### src/rtl/ipv4_flow_key_extractor_defines.svh
// Assertion helpers shared by the RTL. Every check is sampled on the rising
// edge of clk and is held off while rst_n is low.
`ifndef IPV4_FLOW_KEY_EXTRACTOR_DEFINES_SVH
`define IPV4_FLOW_KEY_EXTRACTOR_DEFINES_SVH

// Same-cycle implication.
`define IFKE_ASSERT_NOW(lbl, ante, cons, msg) \
  lbl: assert property (@(posedge clk) disable iff (!rst_n) (ante) |-> (cons)) \
    else $error(msg);

// Next-cycle implication.
`define IFKE_ASSERT_NEXT(lbl, ante, cons, msg) \
  lbl: assert property (@(posedge clk) disable iff (!rst_n) (ante) |=> (cons)) \
    else $error(msg);

`endif

### src/rtl/ifke_pkg.sv
`timescale 1ns / 1ps
package ifke_pkg;

  localparam int unsigned L4_BYTES = 12;

  // IPv4 protocol numbers that carry L4 fields into the key.
  localparam logic [7:0] PROTO_ICMP    = 8'd1;
  localparam logic [7:0] PROTO_TCP     = 8'd6;
  localparam logic [7:0] PROTO_UDP     = 8'd17;
  localparam logic [7:0] PROTO_DCCP    = 8'd33;
  localparam logic [7:0] PROTO_GRE     = 8'd47;
  localparam logic [7:0] PROTO_SCTP    = 8'd132;
  localparam logic [7:0] PROTO_UDPLITE = 8'd136;

  // Bytes needed past the IP header for each kind of L4 field.
  localparam logic [16:0] NEED_PORTS = 17'd4;
  localparam logic [16:0] NEED_ICMP  = 17'd2;
  localparam logic [16:0] NEED_GRE   = 17'd12;

  localparam logic [15:0] FRAG_MASK  = 16'h3FFF;
  localparam logic [7:0]  TOS_MASK   = 8'hFC;
  localparam logic [15:0] COUNT_MAX  = 16'hFFFF;

  // Header byte offsets.
  localparam logic [15:0] OFS_TOS    = 16'd1;
  localparam logic [15:0] OFS_FRAG_HI = 16'd6;
  localparam logic [15:0] OFS_FRAG_LO = 16'd7;
  localparam logic [15:0] OFS_PROTO  = 16'd9;

  // GRE flag bits within the first L4 byte.
  localparam int unsigned GRE_CSUM_BIT = 7;
  localparam int unsigned GRE_KEY_BIT  = 5;

  typedef logic [1:0] l4cls_t;
  localparam l4cls_t CLS_NONE  = 2'd0;
  localparam l4cls_t CLS_PORTS = 2'd1;
  localparam l4cls_t CLS_ICMP  = 2'd2;
  localparam l4cls_t CLS_GRE   = 2'd3;

  // One finished packet, as handed from the capture side to key formation.
  typedef struct packed {
    logic [31:0]               mark;
    logic [30:0]               arrival_ifx;
    logic [30:0]               route_ifx;
    logic                      swap;
    logic [7:0]                proto;
    logic [31:0]               src_addr;
    logic [31:0]               dst_addr;
    logic [7:0]                tos;
    l4cls_t                    cls;
    logic [L4_BYTES-1:0][7:0]  l4;
  } rec_t;

  typedef struct packed {
    logic       full;
    logic       empty;
    logic [1:0] count;
  } q_stat_t;

endpackage

### src/rtl/ipv4_flow_key_extractor.sv
// Channel   Direction  Handshake            Moves
// in_*      input      in_valid/in_ready    one packet byte plus metadata
// out_*     output     out_valid/out_ready  one flow key per packet
//
// One byte is taken every cycle while the two-entry key queue has room.
// A key moves from the transfer of its last byte into the queue, then into the output
// register that drives out_*; while that register is held, the key waits in the queue.
// A stalled output only fills the queue; bytes keep flowing until it is full.
// rst_n is synchronous; after reset the count, captured fields and metadata are zero.
`timescale 1ns / 1ps
`include "ipv4_flow_key_extractor_defines.svh"
module ipv4_flow_key_extractor (
  input  logic        clk,
  input  logic        rst_n,
  input  logic        in_valid,
  output logic        in_ready,
  input  logic [7:0]  in_data_byte,
  input  logic        in_first_byte,
  input  logic        in_last_byte,
  input  logic        in_swap_direction,
  input  logic [31:0] in_packet_mark,
  input  logic [30:0] in_arrival_ifindex,
  input  logic [30:0] in_route_ifindex,
  output logic        out_valid,
  input  logic        out_ready,
  output logic [31:0] out_key_mark,
  output logic [30:0] out_key_ifindex,
  output logic [7:0]  out_key_protocol,
  output logic [31:0] out_key_dst_addr,
  output logic [31:0] out_key_src_addr,
  output logic [7:0]  out_key_tos,
  output logic [15:0] out_key_src_port,
  output logic [15:0] out_key_dst_port,
  output logic [7:0]  out_key_icmp_type,
  output logic [7:0]  out_key_icmp_code,
  output logic [31:0] out_key_gre_key
);

  logic              take;
  logic              push;
  logic              pop;
  ifke_pkg::rec_t    push_rec;
  ifke_pkg::rec_t    head;
  ifke_pkg::q_stat_t q_stat;

  assign in_ready = ~q_stat.full;
  assign take     = in_valid & in_ready;

  ifke_front u_front (
    .clk                (clk),
    .rst_n              (rst_n),
    .take               (take),
    .in_data_byte       (in_data_byte),
    .in_first_byte      (in_first_byte),
    .in_last_byte       (in_last_byte),
    .in_swap_direction  (in_swap_direction),
    .in_packet_mark     (in_packet_mark),
    .in_arrival_ifindex (in_arrival_ifindex),
    .in_route_ifindex   (in_route_ifindex),
    .push               (push),
    .rec                (push_rec)
  );

  ifke_queue u_queue (
    .clk      (clk),
    .rst_n    (rst_n),
    .push     (push),
    .push_rec (push_rec),
    .pop      (pop),
    .head     (head),
    .stat     (q_stat)
  );

  ifke_back u_back (
    .clk               (clk),
    .rst_n             (rst_n),
    .q_valid           (~q_stat.empty),
    .head              (head),
    .pop               (pop),
    .out_valid         (out_valid),
    .out_ready         (out_ready),
    .out_key_mark      (out_key_mark),
    .out_key_ifindex   (out_key_ifindex),
    .out_key_protocol  (out_key_protocol),
    .out_key_dst_addr  (out_key_dst_addr),
    .out_key_src_addr  (out_key_src_addr),
    .out_key_tos       (out_key_tos),
    .out_key_src_port  (out_key_src_port),
    .out_key_dst_port  (out_key_dst_port),
    .out_key_icmp_type (out_key_icmp_type),
    .out_key_icmp_code (out_key_icmp_code),
    .out_key_gre_key   (out_key_gre_key)
  );

  `IFKE_ASSERT_NOW(a_q_count_range, 1'b1, q_stat.count != 2'd3, "key queue count out of range")
  `IFKE_ASSERT_NEXT(a_push_lands, push, !q_stat.empty, "pushed key missing from queue")
  `IFKE_ASSERT_NEXT(a_pop_shows, pop, out_valid, "popped key not presented on output")

endmodule

### src/rtl/ifke_front.sv
`timescale 1ns / 1ps
module ifke_front (
  input  logic          clk,
  input  logic          rst_n,
  input  logic          take,
  input  logic [7:0]    in_data_byte,
  input  logic          in_first_byte,
  input  logic          in_last_byte,
  input  logic          in_swap_direction,
  input  logic [31:0]   in_packet_mark,
  input  logic [30:0]   in_arrival_ifindex,
  input  logic [30:0]   in_route_ifindex,
  output logic          push,
  output ifke_pkg::rec_t rec
);

  logic [15:0] cnt_r, cnt_nxt;
  logic [7:0]  hw_r, hw_nxt;
  logic [7:0]  tos_r, tos_nxt;
  logic [15:0] frag_r, frag_nxt;
  logic [7:0]  proto_r, proto_nxt;
  logic [31:0] src_r, src_nxt;
  logic [31:0] dst_r, dst_nxt;
  logic [7:0]  l4_r   [ifke_pkg::L4_BYTES];
  logic [7:0]  l4_nxt [ifke_pkg::L4_BYTES];
  logic [31:0] mark_r, mark_nxt;
  logic [30:0] arr_r, arr_nxt;
  logic [30:0] rt_r, rt_nxt;
  logic        swap_r, swap_nxt;

  logic [15:0] idx;
  logic [15:0] off;
  logic [15:0] total;
  logic [16:0] total_x;
  logic [16:0] hw_x;
  logic        frag_ok;
  ifke_pkg::l4cls_t cls;

  always_comb begin
    idx = in_first_byte ? '0 : cnt_r;

    // A first byte starts a fresh capture; otherwise fields carry over.
    hw_nxt    = in_first_byte ? '0 : hw_r;
    tos_nxt   = in_first_byte ? '0 : tos_r;
    frag_nxt  = in_first_byte ? '0 : frag_r;
    proto_nxt = in_first_byte ? '0 : proto_r;
    src_nxt   = in_first_byte ? '0 : src_r;
    dst_nxt   = in_first_byte ? '0 : dst_r;
    for (int i = 0; i < ifke_pkg::L4_BYTES; i++) begin
      l4_nxt[i] = in_first_byte ? '0 : l4_r[i];
    end
    mark_nxt = in_first_byte ? in_packet_mark     : mark_r;
    arr_nxt  = in_first_byte ? in_arrival_ifindex : arr_r;
    rt_nxt   = in_first_byte ? in_route_ifindex   : rt_r;
    swap_nxt = in_first_byte ? in_swap_direction  : swap_r;

    if (idx == '0) begin
      hw_nxt = {2'b00, in_data_byte[3:0], 2'b00};
    end else if (idx == ifke_pkg::OFS_TOS) begin
      tos_nxt = in_data_byte;
    end else if (idx == ifke_pkg::OFS_FRAG_HI) begin
      frag_nxt = {in_data_byte, frag_nxt[7:0]};
    end else if (idx == ifke_pkg::OFS_FRAG_LO) begin
      frag_nxt = {frag_nxt[15:8], in_data_byte};
    end else if (idx == ifke_pkg::OFS_PROTO) begin
      proto_nxt = in_data_byte;
    end else if (idx inside {[16'd12:16'd15]}) begin
      src_nxt = {src_nxt[23:0], in_data_byte};
    end else if (idx inside {[16'd16:16'd19]}) begin
      dst_nxt = {dst_nxt[23:0], in_data_byte};
    end

    // The L4 window uses the header length as updated by this byte.
    off = idx - {8'h00, hw_nxt};
    if ((idx >= {8'h00, hw_nxt}) && (off < 16'(ifke_pkg::L4_BYTES))) begin
      l4_nxt[off[3:0]] = in_data_byte;
    end

    total   = (idx != ifke_pkg::COUNT_MAX) ? idx + 16'd1 : idx;
    cnt_nxt = in_last_byte ? '0 : total;

    total_x = {1'b0, total};
    hw_x    = {9'h000, hw_nxt};
    frag_ok = (frag_nxt & ifke_pkg::FRAG_MASK) == '0;
    cls     = ifke_pkg::CLS_NONE;
    if (frag_ok) begin
      if (proto_nxt inside {ifke_pkg::PROTO_TCP, ifke_pkg::PROTO_UDP, ifke_pkg::PROTO_DCCP,
                            ifke_pkg::PROTO_SCTP, ifke_pkg::PROTO_UDPLITE}) begin
        if (total_x >= hw_x + ifke_pkg::NEED_PORTS) begin
          cls = ifke_pkg::CLS_PORTS;
        end
      end else if (proto_nxt == ifke_pkg::PROTO_ICMP) begin
        if (total_x >= hw_x + ifke_pkg::NEED_ICMP) begin
          cls = ifke_pkg::CLS_ICMP;
        end
      end else if (proto_nxt == ifke_pkg::PROTO_GRE) begin
        if ((total_x >= hw_x + ifke_pkg::NEED_GRE) && l4_nxt[0][ifke_pkg::GRE_KEY_BIT]) begin
          cls = ifke_pkg::CLS_GRE;
        end
      end
    end

    rec.mark        = mark_nxt;
    rec.arrival_ifx = arr_nxt;
    rec.route_ifx   = rt_nxt;
    rec.swap        = swap_nxt;
    rec.proto       = proto_nxt;
    rec.src_addr    = src_nxt;
    rec.dst_addr    = dst_nxt;
    rec.tos         = tos_nxt;
    rec.cls         = cls;
    for (int i = 0; i < ifke_pkg::L4_BYTES; i++) begin
      rec.l4[i] = l4_nxt[i];
    end
  end

  assign push = take & in_last_byte;

  always_ff @(posedge clk) begin
    if (!rst_n) begin
      cnt_r   <= '0;
      hw_r    <= '0;
      tos_r   <= '0;
      frag_r  <= '0;
      proto_r <= '0;
      src_r   <= '0;
      dst_r   <= '0;
      mark_r  <= '0;
      arr_r   <= '0;
      rt_r    <= '0;
      swap_r  <= 1'b0;
      for (int i = 0; i < ifke_pkg::L4_BYTES; i++) begin
        l4_r[i] <= '0;
      end
    end else if (take) begin
      cnt_r   <= cnt_nxt;
      hw_r    <= hw_nxt;
      tos_r   <= tos_nxt;
      frag_r  <= frag_nxt;
      proto_r <= proto_nxt;
      src_r   <= src_nxt;
      dst_r   <= dst_nxt;
      mark_r  <= mark_nxt;
      arr_r   <= arr_nxt;
      rt_r    <= rt_nxt;
      swap_r  <= swap_nxt;
      for (int i = 0; i < ifke_pkg::L4_BYTES; i++) begin
        l4_r[i] <= l4_nxt[i];
      end
    end
  end

endmodule

### src/rtl/ifke_queue.sv
`timescale 1ns / 1ps
module ifke_queue (
  input  logic             clk,
  input  logic             rst_n,
  input  logic             push,
  input  ifke_pkg::rec_t   push_rec,
  input  logic             pop,
  output ifke_pkg::rec_t   head,
  output ifke_pkg::q_stat_t stat
);

  ifke_pkg::rec_t ent_r [2];
  logic           wr_ptr_r, wr_ptr_nxt;
  logic           rd_ptr_r, rd_ptr_nxt;
  logic [1:0]     count_r, count_nxt;

  always_comb begin
    wr_ptr_nxt = push ? ~wr_ptr_r : wr_ptr_r;
    rd_ptr_nxt = pop ? ~rd_ptr_r : rd_ptr_r;
    count_nxt  = count_r;
    if (push && !pop) begin
      count_nxt = count_r + 2'd1;
    end else if (pop && !push) begin
      count_nxt = count_r - 2'd1;
    end
  end

  assign head       = ent_r[rd_ptr_r];
  assign stat.full  = count_r == 2'd2;
  assign stat.empty = count_r == 2'd0;
  assign stat.count = count_r;

  always_ff @(posedge clk) begin
    if (!rst_n) begin
      wr_ptr_r <= 1'b0;
      rd_ptr_r <= 1'b0;
      count_r  <= '0;
    end else begin
      wr_ptr_r <= wr_ptr_nxt;
      rd_ptr_r <= rd_ptr_nxt;
      count_r  <= count_nxt;
    end
  end

  always_ff @(posedge clk) begin
    if (push) begin
      ent_r[wr_ptr_r] <= push_rec;
    end
  end

endmodule

### src/rtl/ifke_back.sv
`timescale 1ns / 1ps
module ifke_back (
  input  logic           clk,
  input  logic           rst_n,
  input  logic           q_valid,
  input  ifke_pkg::rec_t head,
  output logic           pop,
  output logic           out_valid,
  input  logic           out_ready,
  output logic [31:0]    out_key_mark,
  output logic [30:0]    out_key_ifindex,
  output logic [7:0]     out_key_protocol,
  output logic [31:0]    out_key_dst_addr,
  output logic [31:0]    out_key_src_addr,
  output logic [7:0]     out_key_tos,
  output logic [15:0]    out_key_src_port,
  output logic [15:0]    out_key_dst_port,
  output logic [7:0]     out_key_icmp_type,
  output logic [7:0]     out_key_icmp_code,
  output logic [31:0]    out_key_gre_key
);

  logic        valid_r;
  logic [31:0] mark_r;
  logic [30:0] ifx_r, ifx_nxt;
  logic [7:0]  proto_r;
  logic [31:0] dst_r, dst_nxt;
  logic [31:0] src_r, src_nxt;
  logic [7:0]  tos_r;
  logic [15:0] sport_r, sport_nxt;
  logic [15:0] dport_r, dport_nxt;
  logic [7:0]  itype_r, itype_nxt;
  logic [7:0]  icode_r, icode_nxt;
  logic [31:0] gkey_r, gkey_nxt;
  logic [15:0] p0, p1;

  assign pop = q_valid & (~valid_r | out_ready);

  always_comb begin
    p0 = {head.l4[0], head.l4[1]};
    p1 = {head.l4[2], head.l4[3]};
    ifx_nxt   = head.swap ? head.arrival_ifx : head.route_ifx;
    dst_nxt   = head.swap ? head.src_addr : head.dst_addr;
    src_nxt   = head.swap ? head.dst_addr : head.src_addr;
    sport_nxt = '0;
    dport_nxt = '0;
    itype_nxt = '0;
    icode_nxt = '0;
    gkey_nxt  = '0;
    case (head.cls)
      ifke_pkg::CLS_PORTS: begin
        sport_nxt = head.swap ? p1 : p0;
        dport_nxt = head.swap ? p0 : p1;
      end
      ifke_pkg::CLS_ICMP: begin
        itype_nxt = head.l4[0];
        icode_nxt = head.l4[1];
      end
      ifke_pkg::CLS_GRE: begin
        // With the checksum present the key moves down one word.
        if (head.l4[0][ifke_pkg::GRE_CSUM_BIT]) begin
          gkey_nxt = {head.l4[8], head.l4[9], head.l4[10], head.l4[11]};
        end else begin
          gkey_nxt = {head.l4[4], head.l4[5], head.l4[6], head.l4[7]};
        end
      end
      default: begin
      end
    endcase
  end

  always_ff @(posedge clk) begin
    if (!rst_n) begin
      valid_r <= 1'b0;
    end else if (pop) begin
      valid_r <= 1'b1;
    end else if (out_ready) begin
      valid_r <= 1'b0;
    end
  end

  always_ff @(posedge clk) begin
    if (pop) begin
      mark_r  <= head.mark;
      ifx_r   <= ifx_nxt;
      proto_r <= head.proto;
      dst_r   <= dst_nxt;
      src_r   <= src_nxt;
      tos_r   <= head.tos & ifke_pkg::TOS_MASK;
      sport_r <= sport_nxt;
      dport_r <= dport_nxt;
      itype_r <= itype_nxt;
      icode_r <= icode_nxt;
      gkey_r  <= gkey_nxt;
    end
  end

  assign out_valid         = valid_r;
  assign out_key_mark      = mark_r;
  assign out_key_ifindex   = ifx_r;
  assign out_key_protocol  = proto_r;
  assign out_key_dst_addr  = dst_r;
  assign out_key_src_addr  = src_r;
  assign out_key_tos       = tos_r;
  assign out_key_src_port  = sport_r;
  assign out_key_dst_port  = dport_r;
  assign out_key_icmp_type = itype_r;
  assign out_key_icmp_code = icode_r;
  assign out_key_gre_key   = gkey_r;

endmodule

### config.mk
export PLATFORM = sky130hd
export DESIGN_NAME = ipv4_flow_key_extractor
export DESIGN_NICKNAME = d
export VERILOG_FILES = /design/src/rtl/ifke_pkg.sv /design/src/rtl/ipv4_flow_key_extractor.sv /design/src/rtl/ifke_front.sv /design/src/rtl/ifke_queue.sv /design/src/rtl/ifke_back.sv
export VERILOG_INCLUDE_DIRS = /design/src /design/src/rtl
export SDC_FILE = /design/constraint.sdc
export NUM_CORES = 1
export LEC_CHECK = 0
export ABC_CLOCK_PERIOD_IN_PS = 20400
export BUFFER_PORTS_ARGS = -buffer_cell sky130_fd_sc_hd__buf_4
export CAP_MARGIN = 10
export CORE_UTILIZATION = 61
export CTS_CLUSTER_SIZE = 28
export DETAILED_ROUTE_END_ITERATION = 12
export PLACE_DENSITY = 0.9
export SLEW_MARGIN = 20
export SYNTH_ARGS = -nofsm -noshare
export SYNTH_HDL_FRONTEND = slang
export SYNTH_HIERARCHICAL = 1
export SYNTH_SLANG_ARGS = --single-unit
### constraint.sdc
create_clock -name clk -period 20.4 [get_ports clk]
set_clock_uncertainty 0.15 [all_clocks]
set_input_delay 1.02 -clock clk [delete_from_list [all_inputs] [get_ports clk]]
set_output_delay 1.02 -clock clk [all_outputs]
set_load 0.03 [all_outputs]
Word-level counts from Yosys, hierarchy flattened --
Memories as Yosys holds them, arrays and structs flattened. A register that Yosys moved wholly into a read port is not among the register bits. Index checks and enable logic that the tools add are counted.
Word-level totals: bits in registers 441, latch bits 0, RAM bits 642, memory bits (read-only) 0, bits of input ports 109, output and inout bits 225, word-level logic and storage cells 190, memories kept 2
Operators by class: add/sub/neg operators 7, multiply operators 0, divide/modulo/power cells 0, $lt $le $gt $ge 11, equality and inequality tests 16, shifts and indexed selects 0, mux-type cells 91, bitwise logic cells 22, reductions and logical operators 15
Memory list:
- u_queue.ent_r | depth 2, width 273, read ports 1, clocked after Yosys merged registers in 1, wr ports 1, RTL line ifke_queue.sv:12 | ifke_pkg::rec_t ent_r [2];
- u_front.l4_r | depth 12, width 8, read ports 12, clocked after Yosys merged registers in 0, wr ports 12, RTL line ifke_front.sv:24 | logic [7:0] l4_r [ifke_pkg::L4_BYTES];
Operators with widths (number):
- $mux W32 | 19
- $mux W8 | 37
- $mux W16 | 9
- $bwmux W96 | 1
- $mux W96 | 1
- $mux W31 | 3
- $ge A16 B17 Y1 | 3
- $demux W8 S4 | 1
- $eq A16 B3 Y1 const B | 2
- $logic_not A16 Y1 | 2
- $add A16 B1 Y16 const B | 1
- $eq A16 B1 Y1 const B | 1
- $eq A16 B4 Y1 const B | 1
- $eq A8 B6 Y1 const B | 2
- $eq A8 B8 Y1 const B | 2
- $ge A16 B4 Y1 const B | 1
- $ge A16 B5 Y1 const B | 1
- $ge A16 B8 Y1 | 1
- $le A16 B4 Y1 const B | 1
- $le A16 B5 Y1 const B | 1
- $lt A16 B4 Y1 const B | 1
- $mux W2 | 8
- $ne A16 B16 Y1 const B | 1
- $sub A16 B8 Y16 | 1
- other kinds (22) | 61

Longest topological paths before layout --
Gate-level depths: netlist (run 1).
depth in word-level cells 17, depth in mapped cells 27, mapped depth without buffers 21

Hierarchy --
Netlist (run 1), hierarchy kept.
Modules (own cells, without submodules):
- ifke_queue | instances 1, cells each 871, area an instance 20086.8 um2, sequential area each 16495.8 um2
- ifke_front | instances 1, cells each 2063, area an instance 18442.7 um2, sequential area each 7146.9 um2
- ifke_back | instances 1, cells each 495, area an instance 8974.9 um2, sequential area each 6656.4 um2
- ipv4_flow_key_extractor | instances 1, cells each 3, area an instance 13.8 um2, sequential area each 0.0 um2

Worst setup path before layout (run 1) --
OpenSTA, ideal clock, no wires.
path kind input-to-reg, from input port in_valid, to register u_queue.wr_ptr_r, library setup time 0.114 ns, arrival 15.053 ns, data required time 20.136 ns, path slack 5.083 ns, stages 7, cells stage by stage nor2b_1 -> clkbuf_1 -> clkbuf_1 -> clkbuf_1 -> and2_1 -> nor2b_1 -> o21a_1
Between the ends: word-level cells in the longest chain between the ends 2
RTL lines:
- start, declared | RTL line ipv4_flow_key_extractor.sv:15 | input logic in_valid,
- $and A1 B1 Y1 | RTL line ipv4_flow_key_extractor.sv:47 | assign take = in_valid & in_ready;
- $and A1 B1 Y1 | RTL line ifke_front.sv:117 | assign push = take & in_last_byte;
- via push | RTL line ipv4_flow_key_extractor.sv:40 | logic push;
- end signal, assigned | RTL line ifke_queue.sv:39 | wr_ptr_r <= wr_ptr_nxt;
- end, declared | RTL line ifke_queue.sv:13 | logic wr_ptr_r, wr_ptr_nxt;
The timed path passes the listed nets, and every way through them passes these cells. A chain may end at the register's enable or synchronous reset.

==> results of run 1 <==
## sequential cells by signal, indices dropped and copies added, names as in the netlist, 14 cells and up, named ones only
signal / flops
u_back/out_key_dst_port: 16
u_back/out_key_src_addr: 32
u_back/out_key_mark: 32
u_front/arr_r: 31
u_front/mark_r: 32
u_back/out_key_ifindex: 31
u_back/out_key_src_port: 16
u_front/rt_r: 31
u_back/out_key_dst_addr: 32
u_front/l4_r: 96
u_front/cnt_r: 16
u_front/frag_r: 14
u_front/src_r: 32
u_back/out_key_gre_key: 32
u_front/dst_r: 32
u_queue/ent_r: 542
## worst paths after layout
path                                 start                                 to  slack (ns)  depth (start not counted)
max                          in_first_byte  u_front/l4_r[2][22]$_SDFFCE_PN0P_       13.57                         19
max reg2reg  u_front/cnt_r[1]$_SDFFE_PN0P_  u_front/l4_r[2][22]$_SDFFCE_PN0P_       13.94                         18
min           u_front/hw_r[1]$_SDFFE_PN0P_       u_front/hw_r[1]$_SDFFE_PN0P_        0.29                          2
min reg2reg   u_front/hw_r[1]$_SDFFE_PN0P_       u_front/hw_r[1]$_SDFFE_PN0P_        0.29                          2
## cell usage in the layout (no fill, tap or decap), drive strengths merged, types with 17 or more instances in the layout
cell type,n
nor2,319
a22o,21
mux2i,129
nand2,200
clkbuf,151
nor3,23
a21oi,88
clkinv,34
mux2,545
nor4,17
nand3,39
and2,123
ha,34
nor3b,104
o21ai,45
dfxtp,217
inv,39
buf,369
xnor2,20
nand4,17
edfxtp,859
nor2b,163
## layer usage
layer,vias to the layer above,global-route usage,wire [µm]
met3,222,0.0603,9430
met1,14100,0.359,43000
li1,13000,-,-
met5,-,0,31
met4,4,0.112,4040
met2,1312,0.443,52400
## tightest hold or removal path, stage by stage, from the launching register on
cell and delay, ns:
dfxtp_1 0.31, inv_1 0.05, nor2_1 0.03
## layout make-up
| type | instances | area, µm² | area share |
|---|---|---|---|
| Sequential cell | 1076 | 30100 | 0.562 |
| Multi-Input combinational cell | 2077 | 15800 | 0.294 |
| Clock buffer | 151 | 2930 | 0.0547 |
| Timing Repair Buffer | 369 | 2790 | 0.0520 |
| Tap cell | 1030 | 1290 | 0.0240 |
| Clock inverter | 47 | 568 | 0.0106 |
| Inverter | 37 | 141 | 0.00264 |
| Antenna cell | 7 | 17.5 | 0.000327 |
## where the power goes
group / switching (mW) / total [mW] / leakage (nW) / internal, mW
Sequential: 0.124 / 2.95 / 10.0 / 2.82
Combinational: 1.10 / 1.78 / 8.23 / 0.678
Clock: 0.829 / 1.94 / 1.70 / 1.11
Total: 2.05 / 6.66 / 20.0 / 4.61
## metrics by stage
stage	worst slack, ns	cell area [µm²]	total power [mW]	std cells
floorplan	5.18	47300	4.34	3413
global placement	13.08	50100	4.69	4589
detailed placement	13.07	50100	4.74	4589
CTS	13.74	53600	6.69	4787
global route	13.32	53600	6.90	4793
finish	13.57	53600	6.66	4794
==> results.yml, run 1 <==
finish:
  fillers: 4850
  areaGrowthSynthToFinish_pct: 13.4
  utilization: 0.703
  layout-drive-gt1-share: 0.295
  final_nets: 3810
timing:
  finalCritPeriodShare: 0.335
  hold_viol_final: 0
  timing.hold.ws_ns: 0.286
  tns_ns: 0
  rsz0062_at_grt: "false"
  min_period_ns: 6.83
  maxSlewHeadroom: 0.237
  slew_viol_final: 0
  max_freq_ghz: 0.146
  max_slew.worst_pin.slew_ns: 1.14
  setup_viol: 0
routing:
  via_count: 28600
  drtAntennaViolNets: 0
  wire_per_inst_um: 22.7
  drt_wl_total_um: 109000
  drt-initial-drc-count: 2863
  first_pass_iters: 6
  route.detailed.drc: 0
  drt-vias-per-instance: 5.96
clocking:
  cts_setup_buffers: 0
  insertion_delay_ns: 0.68
  clkTransAtPathRegs_ns: 0.06
  htree_levels: 3
  cts_made_buffers: 105
  cts_buffer_depth: 3
  cts-root-buf: "clkbuf_16"
  cts_resized: 0
  cts_tree: "yes"
  cts.sinks: 1076
  ctsHoldBuffers: 0
grt:
  antenna_found_initial: 9
  grtUsageTotal: 0.274
  overflow: 0
  grt_pass1_wl_um: 166000
  grt_max_degree: 134
  grt_pass1_vias: 29000
synth:
  syn_area_per_cell_um2: 13.9
  synth_area_mm2: 0.0473
  yosysWarningCount: 6
  syn_inst: 3412
die:
  coreArea_mm2: 0.0763
  die_y_um: 280
  row_count: 101
  pin_count: 334
  dieWidth_um: 280
  start_util: 0.619
  design.die.area_mm2: 0.0786
critical_path:
  path_max_fanout: 96
  path_class: "in2reg"
  crit_required_ns: 20.65
  cpLargestDelayFamily: "simple AND/OR/NAND/NOR gates"
  end_kind: "flop"
  crit_arrival_ns: 7.08
  slowest_stage: "or4_1"
  worst-path-buf-inv: 2
  cp_cell_sequence: "buf_8, nor2b_1, inv_1, ha_1, nor4b_1, and4_1, nor2_1, nand2_1, ha_1, and4_1, nor3_1, o21ai_1, nand3b_1, a21o_1, a31o_2, o211ai_1, or4_1, mux2_4, and2_1"
  critPathMaxStageDelay_ns: 0.87
  startpoint_type: "input pin"
placed_design:
  gp_congestion: 0.931
  dp_hpwl_um: 64400
  io_buffers: 331
run:
  drv_cap: 0
hold_path:
  hp-class: "reg2reg"
power_and_ir_drop:
  leakage_nw: 20.0
  powerDensity_mw_per_mm2: 124
  vdd_drop_max_v: 0.000102
outcome:
  status: "finished clean"
Power figures use the tool's default switching activity.
==> run 2, diff against run 1 <==
- ABC_CLOCK_PERIOD_IN_PS: 20400 -> 6250
- CORE_UTILIZATION: 61 -> 55
- PLACE_DENSITY: 0.9 -> 0.87
- clock period: 20.4 -> 6.25 ns (I/O delays scaled with it)
==> results.yml, run 2 (synthesized netlist as in run 1, its figures left out) <==
outcome:
  status: "finished clean"
critical_path:
  path_max_fanout: 8
  rr_startpoint: "u_front/cnt_r[1]$_SDFFE_PN0P_"
  startpoint_type: "flop"
  end_kind: "flop"
  worst-r2r-setup-slack_ns: 0.36
  slowest_stage: "or4_1"
  r2r-end: "u_front/l4_r[2][29]$_SDFFCE_PN0P_"
  crit_required_ns: 6.54
  worst-path-buf-inv: 2
  reg2reg_depth: 18
  cpLargestDelayFamily: "simple AND/OR/NAND/NOR gates"
  cp_cell_sequence: "nor2b_1, inv_1, ha_1, nor4b_1, and4_1, nor2_2, nand2_1, ha_1, inv_1, a211o_1, o21ai_0, nor2_1, a2111oi_1, o2111a_1, nand4bb_1, or4_1, mux2_4, and2_1"
  critPathMaxStageDelay_ns: 0.84
  path_class: "reg2reg"
  critical_path.startpoint: "u_front/cnt_r[1]$_SDFFE_PN0P_"
  crit_arrival_ns: 6.18
  path_depth: 18
grt:
  met2_usage: 0.429
  overflow: 0
  grtUsageTotal: 0.253
  met3_usage: 0.0477
  grt_max_degree: 163
  use_met1: 0.323
  antenna_found_initial: 5
  grt.busiest_layer: "met2"
  grt_pass1_wl_um: 171000
  grt_pass1_vias: 29600
timing:
  max_freq_ghz: 0.170
  finalCritPeriodShare: 0.942
  rsz0062_at_grt: "false"
  max_slew.worst_pin.slew_ns: 1.26
  min_period_ns: 5.89
  maxSlewHeadroom: 0.158
  tns_ns: 0
  setup_viol: 0
  hold_viol_final: 0
  slew_viol_final: 0
finish:
  final_nets: 3923
  multi_input_area_mm2: 0.0158
  design_area_mm2: 0.0550
  seq_area_mm2: 0.0301
  layout_common_cells: "edfxtp_1 (859), mux2_2 (507), buf_4 (367), nor2_1 (317), dfxtp_1 (216)"
  final_cells: 5022
  areaGrowthSynthToFinish_pct: 16.4
  regMostFlops: "u_queue/ent_r"
  largest_register_ff_count: 542
  final_common_cell: "edfxtp_1"
  reg_top3: "u_queue/ent_r x542, u_front/l4_r x96"
  layout-drive-gt1-share: 0.290
  utilization: 0.646
  fillers: 5832
die:
  start_util: 0.555
  design.die.area_mm2: 0.0871
  die_y_um: 295
  pin_count: 334
  row_count: 107
  coreArea_mm2: 0.0851
  dieWidth_um: 295
hold_path:
  whs_path_depth: 2
  hp-start: "in_data_byte[3]"
  hp-class: "in2reg"
  hold_end: "u_front/frag_r[3]$_SDFFE_PN0P_"
placed_design:
  dp_hpwl_um: 63000
  gp_congestion: 0.921
  place_area_mm2: 0.0504
  io_buffers: 331
  dp_cells: 4709
run:
  drv_cap: 0
power_and_ir_drop:
  powerDensity_mw_per_mm2: 400
  vdd_drop_max_v: 0.000359
  leakage_nw: 20.5
  power_mw: 22.0
routing:
  drtAntennaViolNets: 0
  first_pass_iters: 6
  drt-vias-per-instance: 5.81
  via_count: 29200
  drt-initial-drc-count: 2597
  wire_per_inst_um: 22.4
  drt_wl_total_um: 113000
  route.detailed.drc: 0
clocking:
  cts-root-buf: "clkbuf_16"
  cts_made_buffers: 107
  cts_buffer_depth: 3
  cts.sinks: 1076
  clkTransAtPathRegs_ns: 0.06
  htree_levels: 3
  insertion_delay_ns: 0.69
  cts_tree: "yes"
-- run 2: changes by cell type in the layout (fill, tap and decap cells not counted), sizes merged, moves of 2 or more --
| cell | change |
|---|---|
| clkinvlp | +2 |
| dlygate4sd3 | +105 |
| bufinv | +2 |
| clkinv | +9 |
| clkbuf | -10 |
| buf | +6 |
-- run 2: worst max path at each step --
stage                                             end
floorplan           u_front/l4_r[0][16]$_SDFFCE_PN0P_
global placement    u_front/l4_r[2][26]$_SDFFCE_PN0P_
detailed placement  u_front/l4_r[2][29]$_SDFFCE_PN0P_
CTS                 u_front/l4_r[2][18]$_SDFFCE_PN0P_
global route        u_front/l4_r[2][26]$_SDFFCE_PN0P_
finish              u_front/l4_r[2][29]$_SDFFCE_PN0P_
-- run 2: final cells by class --
type	instances	share of cell area
Inverter	37	0.00257
Tap cell	1144	0.0260
Timing Repair Buffer	480	0.0720
Clock inverter	61	0.0127
Clock buffer	141	0.0521
Multi-Input combinational cell	2077	0.286
Antenna cell	6	0.000273
Sequential cell	1076	0.548
-- run 2: power breakdown --
part / leakage [nW] / internal [mW] / total, mW / switching, mW
combinational: 8.72 / 2.28 / 5.94 / 3.66
clock: 1.73 / 3.68 / 6.48 / 2.81
sequential: 10.0 / 9.21 / 9.59 / 0.383
-- run 2: layer usage --
layer  vias to the layer above  routed length (µm)
met2                      1218               56900
met4                         2                3660
met5                         -                  13
met1                     14500               44400
li1                      13200                   -
met3                       262                7790
-- run 2: timing repair --
action	CTS	global route
setup buffers	0	0
hold buffers	105	0
endpoints found under the setup margin	0	22
resized for setup	0	2
hold endpoints to repair	291	0
-- run 2: metrics by stage --
stage | setup slack, ns | hold WS, ns
after CTS | 0.284 | 0.0146
after floorplan | 0.0240 | 0.259
after detailed placement | 0.163 | 0.273
after global routing | 0.133 | 0.0206
after global placement | 0.274 | 0.279
final | 0.362 | 0.0471
